[src/design/leb_pkg.sv]
// Shared types and constants for the line edit buffer.
package leb_pkg;

    localparam int CAPACITY = 64;
    localparam int PTR_W    = (CAPACITY > 2) ? $clog2(CAPACITY) : 1;
    localparam int IDX_W    = 6;
    localparam int CMP_W    = (PTR_W > IDX_W) ? PTR_W : IDX_W;
    localparam int SUM_W    = ((PTR_W > 8) ? PTR_W : 8) + 2;

    typedef enum logic [2:0] {
        OP_INSERT    = 3'd0,
        OP_BACKSPACE = 3'd1,
        OP_DELETE    = 3'd2,
        OP_MOVE      = 3'd3,
        OP_HOME      = 3'd4,
        OP_END       = 3'd5,
        OP_CLEAR     = 3'd6,
        OP_READ      = 3'd7
    } t_op;

    typedef enum logic [1:0] {
        SH_HOLD  = 2'd0,
        SH_RIGHT = 2'd1,
        SH_LEFT  = 2'd2
    } t_shift;

    typedef enum logic [1:0] {
        RD_HOLD  = 2'd0,
        RD_LOAD  = 2'd1,
        RD_SHIFT = 2'd2
    } t_rdop;

    typedef struct packed {
        t_shift           shift;
        logic [PTR_W-1:0] base;
        logic [7:0]       chr;
        t_rdop            rd;
    } t_cell_cmd;

endpackage

[src/design/leb_cell.sv]
// One byte cell of the buffer chain with its read-out shift stage.
module leb_cell
    import leb_pkg::*;
(
    input  logic             i_clk,
    input  t_cell_cmd        i_cmd,
    input  logic [PTR_W-1:0] i_index,
    input  logic [7:0]       i_left,
    input  logic [7:0]       i_right,
    input  logic [7:0]       i_rd_right,
    output logic [7:0]       o_data,
    output logic [7:0]       o_rd
);

    logic [7:0] r_data;
    logic [7:0] r_rd;
    logic [7:0] n_data;
    logic [7:0] n_rd;

    always_comb begin
        n_data = r_data;
        unique case (i_cmd.shift)
            SH_RIGHT: begin
                if (i_index > i_cmd.base) begin
                    n_data = i_left;
                end else if (i_index == i_cmd.base) begin
                    n_data = i_cmd.chr;
                end
            end
            SH_LEFT: begin
                if (i_index >= i_cmd.base) begin
                    n_data = i_right;
                end
            end
            default: n_data = r_data;
        endcase

        n_rd = r_rd;
        unique case (i_cmd.rd)
            RD_LOAD:  n_rd = r_data;
            RD_SHIFT: n_rd = i_rd_right;
            default:  n_rd = r_rd;
        endcase
    end

    always_ff @(posedge i_clk) begin
        r_data <= n_data;
        r_rd   <= n_rd;
    end

    assign o_data = r_data;
    assign o_rd   = r_rd;

endmodule

[src/design/leb_ctrl.sv]
// Length, cursor and handshake control for the line edit buffer.
module leb_ctrl
    import leb_pkg::*;
(
    input  logic              i_clk,
    input  logic              i_rst_n,
    input  logic              i_in_valid,
    output logic              o_in_stall,
    input  logic [2:0]        i_opcode,
    input  logic [7:0]        i_char_in,
    input  logic signed [7:0] i_move_delta,
    input  logic [IDX_W-1:0]  i_read_index,
    output logic              o_out_valid,
    input  logic              i_out_stall,
    output logic              o_status,
    output logic [IDX_W-1:0]  o_text_length,
    output logic [IDX_W-1:0]  o_cursor_pos,
    output logic [7:0]        o_read_char,
    input  logic [7:0]        i_rd_head,
    output t_cell_cmd         o_cmd
);

    typedef enum logic {
        ST_IDLE,
        ST_READ
    } t_state;

    t_state           r_state, n_state;
    logic [PTR_W-1:0] r_len, n_len;
    logic [PTR_W-1:0] r_cur, n_cur;
    logic [PTR_W-1:0] r_cnt, n_cnt;
    logic             r_out_valid, n_out_valid;
    logic             r_status, n_status;
    logic [7:0]       r_char, n_char;
    logic [IDX_W-1:0] r_len_o;
    logic [IDX_W-1:0] r_cur_o;

    logic                    accept;
    logic                    out_free;
    logic                    res_fire;
    t_op                     op;
    logic [CMP_W-1:0]        ridx_x;
    logic [CMP_W-1:0]        len_x;
    logic signed [SUM_W-1:0] mv_sum;
    logic signed [SUM_W-1:0] len_s;

    assign out_free   = !r_out_valid || !i_out_stall;
    assign o_in_stall = (r_state != ST_IDLE) || !out_free;
    assign accept     = i_in_valid && !o_in_stall;
    assign op         = t_op'(i_opcode);
    assign ridx_x     = CMP_W'(i_read_index);
    assign len_x      = CMP_W'(r_len);
    assign mv_sum     = SUM_W'($signed({1'b0, r_cur})) + SUM_W'(i_move_delta);
    assign len_s      = SUM_W'($signed({1'b0, r_len}));

    always_comb begin
        n_state   = r_state;
        n_len     = r_len;
        n_cur     = r_cur;
        n_cnt     = r_cnt;
        n_status  = r_status;
        n_char    = r_char;
        res_fire  = 1'b0;
        o_cmd     = '{shift: SH_HOLD, base: r_cur, chr: i_char_in, rd: RD_HOLD};

        unique case (r_state)
            ST_IDLE: begin
                if (accept) begin
                    res_fire = 1'b1;
                    n_status = 1'b0;
                    n_char   = 8'd0;
                    unique case (op)
                        OP_INSERT: begin
                            if (r_len >= PTR_W'(CAPACITY - 1)) begin
                                n_status = 1'b1;
                            end else begin
                                o_cmd.shift = SH_RIGHT;
                                n_len       = r_len + 1'b1;
                                n_cur       = r_cur + 1'b1;
                            end
                        end
                        OP_BACKSPACE: begin
                            if (r_cur != '0) begin
                                o_cmd.shift = SH_LEFT;
                                o_cmd.base  = r_cur - 1'b1;
                                n_len       = r_len - 1'b1;
                                n_cur       = r_cur - 1'b1;
                            end
                        end
                        OP_DELETE: begin
                            if (r_cur < r_len) begin
                                o_cmd.shift = SH_LEFT;
                                n_len       = r_len - 1'b1;
                            end
                        end
                        OP_MOVE: begin
                            if (mv_sum < 0) begin
                                n_cur = '0;
                            end else if (mv_sum > len_s) begin
                                n_cur = r_len;
                            end else begin
                                n_cur = PTR_W'(mv_sum);
                            end
                        end
                        OP_HOME:  n_cur = '0;
                        OP_END:   n_cur = r_len;
                        OP_CLEAR: begin
                            n_len = '0;
                            n_cur = '0;
                        end
                        OP_READ: begin
                            if (ridx_x < len_x) begin
                                res_fire = 1'b0;
                                o_cmd.rd = RD_LOAD;
                                n_cnt    = PTR_W'(ridx_x);
                                n_state  = ST_READ;
                            end
                        end
                        default: n_status = 1'b0;
                    endcase
                end
            end
            ST_READ: begin
                if (r_cnt != '0) begin
                    o_cmd.rd = RD_SHIFT;
                    n_cnt    = r_cnt - 1'b1;
                end else if (out_free) begin
                    res_fire = 1'b1;
                    n_status = 1'b0;
                    n_char   = i_rd_head;
                    n_state  = ST_IDLE;
                end
            end
            default: n_state = ST_IDLE;
        endcase

        if (res_fire) begin
            n_out_valid = 1'b1;
        end else if (!i_out_stall) begin
            n_out_valid = 1'b0;
        end else begin
            n_out_valid = r_out_valid;
        end
    end

    always_ff @(posedge i_clk) begin
        if (!i_rst_n) begin
            r_state     <= ST_IDLE;
            r_len       <= '0;
            r_cur       <= '0;
            r_cnt       <= '0;
            r_out_valid <= 1'b0;
        end else begin
            r_state     <= n_state;
            r_len       <= n_len;
            r_cur       <= n_cur;
            r_cnt       <= n_cnt;
            r_out_valid <= n_out_valid;
        end
        r_status <= n_status;
        r_char   <= n_char;
        if (res_fire) begin
            r_len_o <= IDX_W'(n_len);
            r_cur_o <= IDX_W'(n_cur);
        end
    end

    assign o_out_valid   = r_out_valid;
    assign o_status      = r_status;
    assign o_text_length = r_len_o;
    assign o_cursor_pos  = r_cur_o;
    assign o_read_char   = r_char;

endmodule

[src/design/line_edit_buffer.sv]
// Line edit buffer top level: control and a row of byte cells.
//
// Usage: one edit command per input beat (opcode, char_in, move_delta,
// read_index) on the i_in_valid / o_in_stall channel; one result beat per
// command (status, text_length, cursor_pos, read_char) on o_out_valid /
// i_out_stall. A beat moves at a clock edge with valid high and stall low.
// Insert, backspace and delete shift the stored bytes one place: every
// cell from the edit point on takes its neighbor or the new byte at once.
// The result is registered in the cycle after acceptance for all commands
// except an in-range read. A read at index k loads every cell's byte into
// a read-out chain, shifts it toward cell 0 k times and registers the head
// byte once the result register is free; an out-of-range read is answered
// like the other commands. Throughput: one command per cycle for all but
// in-range reads, and none while a read shifts out; a new command is taken
// while the result register is free or being emptied.
// Reset (synchronous, active low) empties the buffer and clears the cursor
// and the result valid flag. When the receiver stalls, the result holds and
// o_in_stall rises until the result is taken.
module line_edit_buffer
    import leb_pkg::*;
(
    input  logic              i_clk,
    input  logic              i_rst_n,
    input  logic              i_in_valid,
    output logic              o_in_stall,
    input  logic [2:0]        i_opcode,
    input  logic [7:0]        i_char_in,
    input  logic signed [7:0] i_move_delta,
    input  logic [IDX_W-1:0]  i_read_index,
    output logic              o_out_valid,
    input  logic              i_out_stall,
    output logic              o_status,
    output logic [IDX_W-1:0]  o_text_length,
    output logic [IDX_W-1:0]  o_cursor_pos,
    output logic [7:0]        o_read_char
);

    t_cell_cmd  cmd;
    logic [7:0] cell_data [CAPACITY];
    logic [7:0] cell_rd   [CAPACITY];

    leb_ctrl u_ctrl (
        .i_clk         (i_clk),
        .i_rst_n       (i_rst_n),
        .i_in_valid    (i_in_valid),
        .o_in_stall    (o_in_stall),
        .i_opcode      (i_opcode),
        .i_char_in     (i_char_in),
        .i_move_delta  (i_move_delta),
        .i_read_index  (i_read_index),
        .o_out_valid   (o_out_valid),
        .i_out_stall   (i_out_stall),
        .o_status      (o_status),
        .o_text_length (o_text_length),
        .o_cursor_pos  (o_cursor_pos),
        .o_read_char   (o_read_char),
        .i_rd_head     (cell_rd[0]),
        .o_cmd         (cmd)
    );

    for (genvar g = 0; g < CAPACITY; g++) begin : g_cell
        logic [7:0] left_v;
        logic [7:0] right_v;
        logic [7:0] rd_right_v;

        if (g == 0) begin : g_first
            assign left_v = 8'd0;
        end else begin : g_mid_l
            assign left_v = cell_data[g-1];
        end

        if (g == CAPACITY - 1) begin : g_last
            assign right_v    = 8'd0;
            assign rd_right_v = 8'd0;
        end else begin : g_mid_r
            assign right_v    = cell_data[g+1];
            assign rd_right_v = cell_rd[g+1];
        end

        leb_cell u_cell (
            .i_clk      (i_clk),
            .i_cmd      (cmd),
            .i_index    (PTR_W'(g)),
            .i_left     (left_v),
            .i_right    (right_v),
            .i_rd_right (rd_right_v),
            .o_data     (cell_data[g]),
            .o_rd       (cell_rd[g])
        );
    end

endmodule

[config.mk]
export PLATFORM = sky130hd
export DESIGN_NAME = line_edit_buffer
export DESIGN_NICKNAME = d
export VERILOG_FILES = /design/src/design/leb_pkg.sv /design/src/design/leb_cell.sv /design/src/design/leb_ctrl.sv /design/src/design/line_edit_buffer.sv
export SDC_FILE = /design/constraint.sdc
export NUM_CORES = 2
export LEC_CHECK = 0
export BUFFER_PORTS_ARGS = -buffer_cell sky130_fd_sc_hd__buf_2
export CAP_MARGIN = 10
export CORE_MARGIN = 2
export CORE_UTILIZATION = 45
export DETAILED_ROUTE_END_ITERATION = 8
export MAX_ROUTING_LAYER = met4
export PLACE_DENSITY = 0.58
export SKIP_CTS_REPAIR_TIMING = 1
export SLEW_MARGIN = 10
export SYNTH_ARGS = -nofsm -noshare
export SYNTH_HDL_FRONTEND = slang
export SYNTH_SLANG_ARGS = --single-unit
[constraint.sdc]
create_clock -name i_clk -period 19.8 [get_ports i_clk]
set_input_delay 3.96 -clock i_clk [delete_from_list [all_inputs] [get_ports i_clk]]
set_output_delay 3.96 -clock i_clk [all_outputs]
set_load 0.02 [all_outputs]
==> results.tsv <==
stage	metric	value	unit
routing	final WL	126000	µm
floorplan	Core Area	115000	µm²
worst_setup_path	critical register-to-register path endpoint	g_cell[20].u_cell.o_data[1]	
worst_setup_path	crit path max fanout	109	
pwr	Leak Pwr	20.1	nW
finish	most common cell after layout, fill and taps aside	edfxtp_1	
sta	final number of setup-violating endpoints	0	
worst_hold_path	Hold Crit Depth	2	
sta	WHS	0.522	ns
routing	initial DRC count	2859	
clocking	Num CTS Buffers	117	
finish	fin nets	3975	
worst_setup_path	R2R depth	14	
routing	WL per Instance	22.8	µm
synthesis	Mapped Cells	3990	
placed_design	Final HPWL DP	79700	µm
synthesis	Top FF cell, synth	edfxtp_1	
sta	setup TNS	0	ns
floorplan	row count	124	
worst_setup_path	Critical R2R Launch	u_ctrl.r_cur[1]	
routing	Vias	31200	
sta	highest clock rate	0.0973	GHz
clocking	Clock Pin Slew Worst Setup and Hold Paths	0.06	ns
synthesis	Seq/Total Area, Yosys	0.610	
synthesis	area fraction in compound gates after synthesis	0.0783	
floorplan	Die Span Y	344	µm
floorplan	Die Area	119000	µm²
synthesis	mux contribution to synthesized area	0.207	
worst_hold_path	Hold Path Class	reg2reg	
pwr	Switching Share	0.240	
synthesis	xor and xnor area share after synthesis	0.00168	
routing	drt drc	0	
sta	Slew Limit Fails	0	
global_routing	vias in the first global route	30400	
sta	Max-slew headroom	0.207	
pwr	sequential share of power	0.508	
floorplan	Starting Density	0.455	
pwr	Total Power	5.19	mW
pwr	combinational share of power	0.084	
pwr	pwr dens	90.6	nW/µm²
synthesis	count of cell types in the netlist	87	
worst_setup_path	r2r setup slk	12.37	ns
synthesis	syn_area_per_cell	13.1	µm²
synthesis	EDFF count, synth	1045	
synthesis	Synth Area in Adders	0.00782	
worst_setup_path	Critical Path Source Type	input port	
pwr	Internal	3.95	mW
clocking	total clock sinks	1065	
sta	post-layout min period	10.27	ns
pwr	peak supply drop	0.0715	mV
synthesis	post-synth top area share	0.602	
pwr	Net Sw Power	1.24	mW
worst_setup_path	Data required, critical path	20.20	ns
worst_hold_path	worst min-delay path startpoint	u_ctrl.r_cnt[0]	
global_routing	antenna violations before repair	0	
sta	Final Cycle Share	0.519	
worst_setup_path	Worst Path Class, Setup	in2reg	
global_routing	total congestion overflow	0	
global_routing	GRT Resource Usage Total	0.218	
sta	RSZ-0062 raised after global routing	false	
floorplan	io pins	52	
global_routing	first-pass GRT wire length	193000	µm
sta	Worst Tran Pin Value	1.19	ns
synthesis	number of synthesized register bits	1065	
worst_setup_path	CP endpoint kind	register	
sta	Final Hold Viols	0	
run_status	status	completed	
placed_design	gpl congestion	0.882	
routing	Via density	5.64	
pwr	Clk pwr share	0.408	
synthesis	area leader, netlist	edfxtp_1	
clocking	CTS tree	built	
placed_design	Port Buffers	51	
global_routing	largest net degree at the start of global routing	286	
synthesis	syn nets	4051	
synthesis	Synth Area in Simple Gates	0.0689	
clocking	Root Buffer Master	clkbuf_16	
finish	synth-to-layout area growth	9.90	%
worst_hold_path	Min-Delay Endpoint	u_ctrl.r_cnt[0]	
floorplan	Die Wd	344	µm
routing	1st-pass router iterations	7	
synthesis	synthesized cell area	52100	µm²
synthesis	Yosys warnings	0	
clocking	Clk Latency, worst-skew pair	0.72	ns
worst_setup_path	CP arrival	10.67	ns
routing	antenna violation net count after detailed routing	0	
clocking	CTS Buffer Depth	3	
finish	layout cells sized above 1	0.212	
finish	most frequent cells in the layout	edfxtp_1 (1045), nand2_1 (547), mux2_2 (509)	
synthesis	main combinational cell family by area after synthesis	multiplexers	
sta	Layout Skew	0.0333	ns
synthesis	main area contributors after synthesis	edfxtp_1 (60%), mux2_2 (11%), mux2i_1 (9.7%)	
synthesis	asr flop ratio synth	0	
clocking	H-tree Lvls	3	
flow_run	Max Cap Viol	0	
-- synthesized netlist by cell type (19+ instances only) --
cell type and n:
nor2_1 97, a21oi_1 67, mux2i_1 504, nor3_1 25, edfxtp_1 1045, o21ai_0 481, clkbuf_1 247, dfxtp_1 20
buf_2 32, o21ai_1 49, nor2b_1 22, nand3_1 22, buf_4 19, nand2_1 547, ha_1 31, mux2_2 509
inv_1 25
-- worst max-delay path by stage --
stage,to,slack [ns],cells past startpoint,startpoint
6_report,g_cell[20].u_cell.o_data[1],9.53,14,i_in_valid
4_1_cts,g_cell[20].u_cell.o_data[1],9.72,14,i_in_valid
3_3_place_gp,g_cell[18].u_cell.o_data[7],9.24,14,i_in_valid
2_1_floorplan,g_cell[0].u_cell.o_rd[0],3.70,8,i_opcode[0]
5_1_grt,g_cell[20].u_cell.o_data[1],8.99,14,i_in_valid
3_5_place_dp,g_cell[20].u_cell.o_data[2],9.02,14,i_in_valid
-- registers in the layout, summed over array words and instances, names as in the netlist --
name and cells:
u_ctrl.r_state 1, g_cell.u_cell.o_data 512, u_ctrl.r_cnt 6, u_ctrl.o_cursor_pos 6, u_ctrl.o_text_length 6, g_cell.u_cell.o_rd 512
u_ctrl.r_cur 6, u_ctrl.o_status 1, u_ctrl.len_x 6, u_ctrl.o_out_valid 1, u_ctrl.o_read_char 8
-- worst max-delay path, cell delays in order --
cell	delay (ns)
buf_2	0.09
nor2b_1	0.56
nand2_1	0.37
nor4_1	0.34
o211ai_1	0.18
and2_1	0.24
inv_1	0.11
ha_4	0.33
buf_4	0.74
buf_4	0.86
buf_4	0.93
buf_4	0.72
buf_4	0.77
o21ai_0	0.24
-- metrics by stage --
| stage | cell area, µm² | instances | util | setup WS [ns] |
|---|---|---|---|---|
| 3_5_place_dp | 53600 | 5307 | 0.468 | 9.02 |
| 5_1_grt | 57300 | 5522 | 0.500 | 8.99 |
| 6_report | 57300 | 5523 | 0.500 | 9.53 |
| 3_3_place_gp | 53600 | 5307 | 0.468 | 9.24 |
| 4_1_cts | 57300 | 5522 | 0.500 | 9.72 |
| 2_1_floorplan | 52100 | 3990 | - | 3.70 |
-- power groups by stage --
stage          logic, mW  registers, mW  clock network (mW)
3_5_place_dp       0.435           2.68                   0
5_1_grt            0.482           2.64                2.26
6_report           0.437           2.64                2.12
3_3_place_gp       0.427           2.68                   0
2_1_floorplan      0.311           2.67                   0
4_1_cts            0.437           2.64                2.17
-- cell families (layout without fill, tap and decap cells) --
logic type | after synthesis | in the layout
AO/OA/AOI/OAI | 713 | 713
XOR/XNOR | 10 | 10
adder cells (fa/ha/maj) | 32 | 32
buffers and inverters | 335 | 355
flip-flops | 1065 | 1065
multiplexers | 1014 | 1014
other | 0 | 1
AND/OR/NAND/NOR | 821 | 821
-- per-layer routing --
| metal | global-route usage | wire, µm | vias up |
|---|---|---|---|
| met5 | - | 0 | - |
| met4 | 0.0615 | 3520 | 0 |
| met3 | 0.0342 | 7350 | 208 |
| met2 | 0.304 | 53500 | 912 |
| met1 | 0.326 | 61600 | 15200 |
| li1 | - | - | 14800 |
-- final cells by class --
| type | count | area, µm² |
|---|---|---|
| well taps | 1512 | 1890 |
| multi-input cells | 2590 | 19100 |
| fillers | 9992 | 57400 |
| inverters | 25 | 101 |
| repair buffers | 115 | 778 |
| diodes | 1 | 2.50 |
| clock inverters | 69 | 599 |
| clock buffers | 146 | 3080 |
| flip-flops and latches | 1065 | 31800 |
(Power assumes the default switching activity.)
